## src/rtl/blsu_pkg.sv

```systemverilog
// Shared types and constants for the Bresenham line stepper unit.
// Holds the request, pixel and command types; no dependencies.
package blsu_pkg;

  localparam int unsigned CoordBits    = 12;
  localparam int unsigned ColorBits    = 16;
  // Error term and diagonal increment are signed, straight increment is unsigned.
  localparam int unsigned ErrBits      = CoordBits + 3;
  localparam int unsigned StraightBits = CoordBits + 2;

  localparam logic ActStart = 1'b0;
  localparam logic ActStep  = 1'b1;

  typedef logic signed [CoordBits-1:0] coord_t;
  typedef logic [CoordBits-1:0]        dist_t;
  typedef logic [ColorBits-1:0]        color_t;

  typedef struct packed {
    logic   action;
    coord_t x_start;
    coord_t y_start;
    coord_t x_end;
    coord_t y_end;
    color_t color;
  } line_req_t;

  typedef struct packed {
    coord_t pixel_x;
    coord_t pixel_y;
    color_t pixel_color;
    logic   last_pixel;
  } pixel_t;

  // Classified request as it travels from the front end to the back end.
  typedef struct packed {
    logic   is_step;
    logic   y_major;
    logic   minor_dir_neg;
    coord_t first_x;
    coord_t first_y;
    coord_t major_end;
    dist_t  dmaj;
    dist_t  dmin;
    color_t color;
  } line_cmd_t;

endpackage

```

## src/rtl/blsu_front.sv

```systemverilog
// Front end of the line stepper: classifies a request and sets up a new line.
// Uses blsu_pkg.
module blsu_front (
  input  blsu_pkg::line_req_t req_i,
  output blsu_pkg::line_cmd_t cmd_o
);
  import blsu_pkg::*;

  logic signed [CoordBits:0] dx, dy;
  logic [CoordBits:0]        adx, ady;
  logic                      y_major;
  logic                      swap;
  logic signed [CoordBits:0] raw_min;
  logic                      min_rises;

  always_comb begin
    dx  = {req_i.x_end[CoordBits-1], req_i.x_end} - {req_i.x_start[CoordBits-1], req_i.x_start};
    dy  = {req_i.y_end[CoordBits-1], req_i.y_end} - {req_i.y_start[CoordBits-1], req_i.y_start};
    adx = dx[CoordBits] ? (CoordBits+1)'(-dx) : dx;
    ady = dy[CoordBits] ? (CoordBits+1)'(-dy) : dy;

    // Ties go to the X axis.
    y_major = adx < ady;
    // Order endpoints so the major coordinate rises.
    swap    = y_major ? dy[CoordBits] : dx[CoordBits];
    raw_min = y_major ? dx : dy;
    min_rises = (!swap && !raw_min[CoordBits] && (raw_min != '0)) ||
                (swap && raw_min[CoordBits]);

    cmd_o.is_step       = (req_i.action == ActStep);
    cmd_o.y_major       = y_major;
    cmd_o.minor_dir_neg = !min_rises;
    cmd_o.first_x       = swap ? req_i.x_end : req_i.x_start;
    cmd_o.first_y       = swap ? req_i.y_end : req_i.y_start;
    if (y_major) begin
      cmd_o.major_end = swap ? req_i.y_start : req_i.y_end;
      cmd_o.dmaj      = ady[CoordBits-1:0];
      cmd_o.dmin      = adx[CoordBits-1:0];
    end else begin
      cmd_o.major_end = swap ? req_i.x_start : req_i.x_end;
      cmd_o.dmaj      = adx[CoordBits-1:0];
      cmd_o.dmin      = ady[CoordBits-1:0];
    end
    cmd_o.color = req_i.color;
  end

endmodule

```

## src/rtl/blsu_queue.sv

```systemverilog
// Short command queue between front end and back end.
// Uses blsu_pkg for the command type.
module blsu_queue #(
  parameter int unsigned Depth = 4
) (
  input  logic                clk_i,
  input  logic                rst_ni,
  input  logic                push_i,
  input  blsu_pkg::line_cmd_t push_cmd_i,
  output logic                full_o,
  input  logic                pop_i,
  output logic                head_valid_o,
  output blsu_pkg::line_cmd_t head_cmd_o
);
  import blsu_pkg::*;

  localparam int unsigned PtrBits = (Depth > 1) ? $clog2(Depth) : 1;
  localparam int unsigned CntBits = $clog2(Depth + 1);

  line_cmd_t          entries_q [Depth];
  logic [PtrBits-1:0] wr_ptr_q, wr_ptr_d;
  logic [PtrBits-1:0] rd_ptr_q, rd_ptr_d;
  logic [CntBits-1:0] count_q, count_d;

  assign full_o       = (count_q == CntBits'(Depth));
  assign head_valid_o = (count_q != '0);
  assign head_cmd_o   = entries_q[rd_ptr_q];

  always_comb begin
    wr_ptr_d = wr_ptr_q;
    rd_ptr_d = rd_ptr_q;
    count_d  = count_q;
    if (push_i) begin
      wr_ptr_d = (wr_ptr_q == PtrBits'(Depth - 1)) ? '0 : wr_ptr_q + 1'b1;
    end
    if (pop_i) begin
      rd_ptr_d = (rd_ptr_q == PtrBits'(Depth - 1)) ? '0 : rd_ptr_q + 1'b1;
    end
    if (push_i && !pop_i) begin
      count_d = count_q + 1'b1;
    end else if (pop_i && !push_i) begin
      count_d = count_q - 1'b1;
    end
  end

  always_ff @(posedge clk_i or negedge rst_ni) begin
    if (!rst_ni) begin
      wr_ptr_q <= '0;
      rd_ptr_q <= '0;
      count_q  <= '0;
    end else begin
      wr_ptr_q <= wr_ptr_d;
      rd_ptr_q <= rd_ptr_d;
      count_q  <= count_d;
    end
  end

  always_ff @(posedge clk_i) begin
    if (push_i) begin
      entries_q[wr_ptr_q] <= push_cmd_i;
    end
  end

endmodule

```

## src/rtl/blsu_back.sv

```systemverilog
// Back end of the line stepper: holds the line state, steps it, and drives
// the pixel output register. Uses blsu_pkg.
module blsu_back (
  input  logic                clk_i,
  input  logic                rst_ni,
  input  logic                head_valid_i,
  input  blsu_pkg::line_cmd_t head_cmd_i,
  output logic                pop_o,
  output logic                out_valid_o,
  input  logic                out_ready_i,
  output blsu_pkg::pixel_t    out_pixel_o
);
  import blsu_pkg::*;

  logic                      active_q, active_d;
  logic                      out_valid_q, out_valid_d;
  pixel_t                    pixel_q, pixel_d;
  logic                      y_major_q, y_major_d;
  logic                      dir_neg_q, dir_neg_d;
  coord_t                    cur_x_q, cur_x_d;
  coord_t                    cur_y_q, cur_y_d;
  coord_t                    major_end_q, major_end_d;
  logic [ErrBits-1:0]        err_q, err_d;
  logic [ErrBits-1:0]        incr_diag_q, incr_diag_d;
  logic [StraightBits-1:0]   incr_straight_q, incr_straight_d;
  color_t                    color_q, color_d;

  logic   out_free;
  logic   do_start, do_step;
  coord_t maj_next, min_next;
  logic   step_last, start_last;

  assign out_free = !out_valid_q || out_ready_i;
  assign do_start = head_valid_i && !head_cmd_i.is_step && out_free;
  assign do_step  = head_valid_i && head_cmd_i.is_step && active_q && out_free;
  // Drop a step that arrives with no line in progress.
  assign pop_o    = do_start || do_step ||
                    (head_valid_i && head_cmd_i.is_step && !active_q);

  always_comb begin
    active_d        = active_q;
    out_valid_d     = out_valid_q && !out_ready_i;
    pixel_d         = pixel_q;
    y_major_d       = y_major_q;
    dir_neg_d       = dir_neg_q;
    cur_x_d         = cur_x_q;
    cur_y_d         = cur_y_q;
    major_end_d     = major_end_q;
    err_d           = err_q;
    incr_diag_d     = incr_diag_q;
    incr_straight_d = incr_straight_q;
    color_d         = color_q;

    maj_next   = (y_major_q ? cur_y_q : cur_x_q) + CoordBits'(1);
    min_next   = (y_major_q ? cur_x_q : cur_y_q);
    if (!err_q[ErrBits-1]) begin
      min_next = dir_neg_q ? min_next - CoordBits'(1) : min_next + CoordBits'(1);
    end
    step_last  = (maj_next >= major_end_q);
    start_last = (head_cmd_i.dmaj == '0);

    if (do_start) begin
      y_major_d       = head_cmd_i.y_major;
      dir_neg_d       = head_cmd_i.minor_dir_neg;
      cur_x_d         = head_cmd_i.first_x;
      cur_y_d         = head_cmd_i.first_y;
      major_end_d     = head_cmd_i.major_end;
      color_d         = head_cmd_i.color;
      err_d           = {2'b00, head_cmd_i.dmin, 1'b0} - {3'b000, head_cmd_i.dmaj};
      incr_diag_d     = {2'b00, head_cmd_i.dmin, 1'b0} - {2'b00, head_cmd_i.dmaj, 1'b0};
      incr_straight_d = {1'b0, head_cmd_i.dmin, 1'b0};
      active_d        = !start_last;
      out_valid_d     = 1'b1;
      pixel_d         = '{pixel_x:     head_cmd_i.first_x,
                          pixel_y:     head_cmd_i.first_y,
                          pixel_color: head_cmd_i.color,
                          last_pixel:  start_last};
    end else if (do_step) begin
      if (y_major_q) begin
        cur_y_d = maj_next;
        cur_x_d = min_next;
      end else begin
        cur_x_d = maj_next;
        cur_y_d = min_next;
      end
      err_d       = err_q[ErrBits-1] ? err_q + {1'b0, incr_straight_q} : err_q + incr_diag_q;
      active_d    = !step_last;
      out_valid_d = 1'b1;
      pixel_d     = '{pixel_x:     y_major_q ? min_next : maj_next,
                      pixel_y:     y_major_q ? maj_next : min_next,
                      pixel_color: color_q,
                      last_pixel:  step_last};
    end
  end

  always_ff @(posedge clk_i or negedge rst_ni) begin
    if (!rst_ni) begin
      active_q    <= 1'b0;
      out_valid_q <= 1'b0;
    end else begin
      active_q    <= active_d;
      out_valid_q <= out_valid_d;
    end
  end

  always_ff @(posedge clk_i) begin
    pixel_q         <= pixel_d;
    y_major_q       <= y_major_d;
    dir_neg_q       <= dir_neg_d;
    cur_x_q         <= cur_x_d;
    cur_y_q         <= cur_y_d;
    major_end_q     <= major_end_d;
    err_q           <= err_d;
    incr_diag_q     <= incr_diag_d;
    incr_straight_q <= incr_straight_d;
    color_q         <= color_d;
  end

  assign out_valid_o = out_valid_q;
  assign out_pixel_o = pixel_q;

endmodule

```

## src/rtl/bresenham_line_stepper_unit.sv

```systemverilog
// Bresenham line stepper: a start request loads two endpoints and a color and
// emits the first pixel; each step request emits the next pixel of the line,
// the final one flagged last_pixel. A step with no line in progress yields no
// pixel. Requests enter a queue at the accept edge; the back end takes the
// head once the output register is free and loads its pixel into that
// register, and while the output is not stalled the unit sustains one request
// per clock. The step update (one add on the error term, one compare against
// the major end) sets that rate.
// QueueDepth requests can pile up while the output is stalled before
// in_ready_o drops.
// Uses blsu_pkg, blsu_front, blsu_queue and blsu_back.
module bresenham_line_stepper_unit #(
  parameter int unsigned QueueDepth = 4
) (
  input  logic                clk_i,
  input  logic                rst_ni,
  input  logic                in_valid_i,
  output logic                in_ready_o,
  input  blsu_pkg::line_req_t in_req_i,
  output logic                out_valid_o,
  input  logic                out_ready_i,
  output blsu_pkg::pixel_t    out_pixel_o
);
  import blsu_pkg::*;

  line_cmd_t front_cmd;
  line_cmd_t head_cmd;
  logic      queue_full;
  logic      head_valid;
  logic      pop;
  logic      push;

  // Classify the request and work out the line setup before queuing.
  blsu_front u_front (
    .req_i (in_req_i),
    .cmd_o (front_cmd)
  );

  // Accept whenever the queue has room; a stalled output blocks intake only once it fills.
  assign in_ready_o = !queue_full;
  assign push       = in_valid_i && in_ready_o;

  blsu_queue #(
    .Depth (QueueDepth)
  ) u_queue (
    .clk_i        (clk_i),
    .rst_ni       (rst_ni),
    .push_i       (push),
    .push_cmd_i   (front_cmd),
    .full_o       (queue_full),
    .pop_i        (pop),
    .head_valid_o (head_valid),
    .head_cmd_o   (head_cmd)
  );

  // Advance the line state and hold each pixel until the consumer takes it.
  blsu_back u_back (
    .clk_i        (clk_i),
    .rst_ni       (rst_ni),
    .head_valid_i (head_valid),
    .head_cmd_i   (head_cmd),
    .pop_o        (pop),
    .out_valid_o  (out_valid_o),
    .out_ready_i  (out_ready_i),
    .out_pixel_o  (out_pixel_o)
  );

endmodule

```

## config.mk

```make
export PLATFORM = sky130hd
export DESIGN_NAME = bresenham_line_stepper_unit
export DESIGN_NICKNAME = d
export VERILOG_FILES = /design/src/rtl/blsu_pkg.sv /design/src/rtl/blsu_front.sv /design/src/rtl/blsu_queue.sv /design/src/rtl/blsu_back.sv /design/src/rtl/bresenham_line_stepper_unit.sv
export SDC_FILE = /design/constraint.sdc
export NUM_CORES = 1
export LEC_CHECK = 0
export ABC_AREA = 1
export BUFFER_PORTS_ARGS = -buffer_cell sky130_fd_sc_hd__buf_4
export CAP_MARGIN = 10
export CORE_MARGIN = 2
export CORE_UTILIZATION = 45
export DETAILED_ROUTE_END_ITERATION = 12
export GPL_ROUTABILITY_DRIVEN = 0
export SYNTH_ARGS = -nofsm -noshare
export SYNTH_HDL_FRONTEND = slang
export SYNTH_SLANG_ARGS = --single-unit
```

## constraint.sdc

```tcl
create_clock -name clk_i -period 6.08 [get_ports clk_i]
set_input_delay 1.824 -clock clk_i [delete_from_list [all_inputs] [get_ports clk_i]]
set_output_delay 1.824 -clock clk_i [all_outputs]
set_load 0.005 [all_outputs]
```

==> run metrics <==
outcome completed; Most Frequent Cell on Critical Path nand2_1; clock root buffer master clkbuf_16; Reg-to-Reg End u_back.incr_diag_q[13]; Gate power share 52.8%; Wirelength per Cell about 19 µm; met3 WL 3710 µm; Initial DRC Count 1,521; HPWL Detailed 42,300 µm; CP Cell Sequence buf_4 > ha_1 > fa_1 > nand2_1 > a21oi_1 > nand3_1 > nor2_1 > nand3_1 > o21ai_2 > nand3_1 > nand2_1 > inv_1 > ha_1 > nand2_1 > nor2_1 > inv_1 > nor2_1 > nand2_1 > nand2_1 > buf_4 > inv_1 > buf_12 > o21ai_0; largest net degree at the start of global routing 98; CP Launch Type primary input; antenna violations before repair 0; total CTS buffers 45; DRT Wirelength 61,400 µm; Sw Share between 40 and 50%; min cycle time layout between 5000 and 6000 ps; num rows 83; Die X-Extent 232 µm; Sw Pwr 7.57 mW; EDFF count, synth 426; Ys Warns 0; RSZ-0062 raised after global routing false; # setup viols final 0; IO Count 112; clock sink count 435; Slowest-stage cell, CP fa_1; port bufs 111; utilization after layout 51.4%; Syn Inst Count 2,475; ANT cells 0; Final #Nets 2,764; Synth top area share 54.9%; Int Pwr 9.62 mW; Synth cell types 50; Setup WS post-layout 643 ps; met1 wire length approximately 29,000 µm; Inst Count DP 3,218; grt ovf 0; crit path DAT ~5700 ps; CTS max path bufs 3; worst reg2reg path startpoint u_queue.rd_ptr_q[0]; area delta synth->final 13.1%; sequential share of the synthesized area 55.9%; total track usage 23.0%; setup TNS 0 ps; Synth Area per Inst 9.41 µm²; drt first pass iters 5; Synth async-reset ratio just over 2%; highest routed layer met4; CP startpoint in_req_i[40]; Netlist Area Pre-Place 0.0233 mm²; DP Worst Slack between 100 and 150 ps; first-pass GRT wire length between 90,000 and 100,000 µm; vias per cell 5.45; syn_nets around 2,700; Post-DRT Antenna Nets 0; f_max roughly 180 MHz; Routed met2 length 27,400 µm; R2R Setup Slk 1570 ps; Power per Cell Area 652 mW/mm²; share of cells above drive strength 1 a little over 10%; die area 0.0536 mm²; Multi-input gate area 0.00890 mm²; Hold Crit Class flop to flop; # DRC 0; Worst Setup Path Type primary input to flop; Clk pwr share 15.1%; H-tree levels 2; crit-path leading delay family simple AND/OR/NAND/NOR gates; Reg power frac 32.1%; largest cells by area after synthesis edfxtp_1 (55%), nand2_1 (10%), ha_1 (5.5%), o21ai_0 (5.1%), inv_1 (3.9%); Primary FF master, synth edfxtp_1; Hold-fix buffers, CTS 0; Worst slew margin 30.0%; max_cap viols 0; die height 232 µm; Leak Pwr roughly 11 nW; TritonCTS clock tree yes; Reg area 0.0130 mm²; fin cells 3,291; worst-case reg-to-reg path depth 11; Slew @ Worst Pin 1050 ps; instance count on the critical path 23; fin crit share between 80 and 90%; Setup Fix Bufs, Post-CTS 0; vias in the first global route ~17,000; Fin. Hold Viols 0; Synth Register Bits 435; Worst-path clk slew 60 ps; clock latency on the worst-skew pair just under 600 ps; Setup crit end kind flop; Initial Utilization 45.4%; max incr delay on CP 580 ps; CTS resizes 0; VDD IR max just over 0.6 mV; vias after detailed routing about 18,000; crit path buf inv count 6; total core area 0.0513 mm²; worst clock skew between 20 and 30 ps; area leader, netlist edfxtp_1; Critical Path RT 6350 ps; CP endpoint u_queue.entries_q[2][17]; # fillers 4,676; Max Fanout on Critical Path 21; PnR Total Power 17.2 mW; max-slew violations 0
-- stage by stage --
step                instance area [µm²]  hold WS [ps]
finish                            26400           505
global route                      26400           528
CTS                               26400           504
detailed placement                25000           495
global placement                  25000           487
floorplan                         23300           469
-- cell usage after synthesis (20+ instances only) --
cell type and instances:
a21oi_1 114, buf_2 28, clkbuf_1 50, edfxtp_1 426, ha_1 103, inv_1 241, nand2_1 636, nand3_1 120
nand4_1 20, nor2_1 221, o211ai_1 30, o21ai_0 237, o22ai_1 57, xor2_1 24
-- sequential cells by signal, indices dropped and copies added, names as in the netlist --
name	count
u_back.active_q	1
u_queue.count_q	3
u_queue.rd_ptr_q	2
u_back.cur_x_q	12
u_queue.entries_q	316
u_back.out_pixel_o	17
u_back.incr_diag_q	13
u_back.err_q	14
u_back.dir_neg_q	1
u_back.incr_straight_q	12
u_back.cur_y_q	12
u_back.out_valid_o	1
u_back.color_q	16
u_back.y_major_q	1
u_queue.wr_ptr_q	2
u_back.major_end_q	12
-- layout by cell type (no fill, tap or decap), types with 6 or more instances in the layout --
cell       count
fa_1           7
nor2_1       217
nand2_2        7
xnor2_1       14
edfxtp_1     426
nor3_1         8
buf_4        154
nand3_1      120
a21oi_1      114
o21ai_1       12
buf_12         7
nand2_1      635
clkbuf_1      12
a21o_1         6
inv_2          9
a32o_1        13
o22ai_1       57
o211ai_1      30
o21ai_0      237
dfrtp_1        7
clkinv_1       7
clkbuf_16     46
or2_2          8
inv_1        238
a31oi_1        9
nand4_1       20
ha_1         103
xor2_1        24
-- layout make-up --
class | count | share of cell area (%)
clock buffers | 58 | 4.54
clock inverters | 15 | 0.579
inverters | 250 | 3.59
multi-input cells | 1692 | 33.8
flip-flops and latches | 435 | 49.4
well taps | 680 | 3.23
repair buffers | 161 | 4.92
-- worst min path at each step --
stage                                   from                 end  slack [ps]  depth (start not counted)
after floorplan           u_queue.count_q[2]  u_queue.count_q[2]         470                          1
after global placement    u_queue.count_q[2]  u_queue.count_q[2]         490                          1
after detailed placement  u_queue.count_q[2]  u_queue.count_q[2]         500                          1
after CTS                 u_queue.count_q[2]  u_queue.count_q[2]         500                          1
after global routing      u_queue.count_q[2]  u_queue.count_q[2]         530                          1
final                     u_queue.count_q[2]  u_queue.count_q[2]         510                          1
-- power groups by stage --
stage	sequential (mW)	clock, mW	combinational, mW
finish	5.52	2.59	9.08
global route	5.61	2.74	10.2
CTS	5.53	2.64	9.08
detailed placement	5.58	0	9.04
global placement	5.55	0	8.87
floorplan	5.50	0	6.27
-- cells by family after synthesis --
| group | after synthesis | synth area share [%] |
|---|---|---|
| AOI/OAI and AO/OA | 502 | 12.2 |
| xor gates and xnor gates | 42 | 1.71 |
| adders and majority gates | 110 | 6.13 |
| buffers and inverters | 348 | 6.08 |
| DFF | 435 | 55.9 |
| muxes | 1 | 0.0483 |
| and+or+nand+nor | 1037 | 18.0 |
-- worst register-to-register path, stage by stage (launching register included) --
cell     delay [ps]
dfrtp_4         530
buf_4           740
buf_4           810
o21ai_0         250
o22ai_1         480
ha_1            370
a21oi_1         160
o21ai_0          90
a21oi_1         300
o21ai_0         200
a21o_1          210
a21oi_1         210
-- layer usage --
layer / GRT usage [%] / vias up
met2: 35.5 / 575
met5: 0 / -
met3: 2.41 / 62
li1: - / 8715
met1: 34.7 / 8569
met4: 5.53 / 0
No activity file was read; power rests on OpenSTA's default activity.
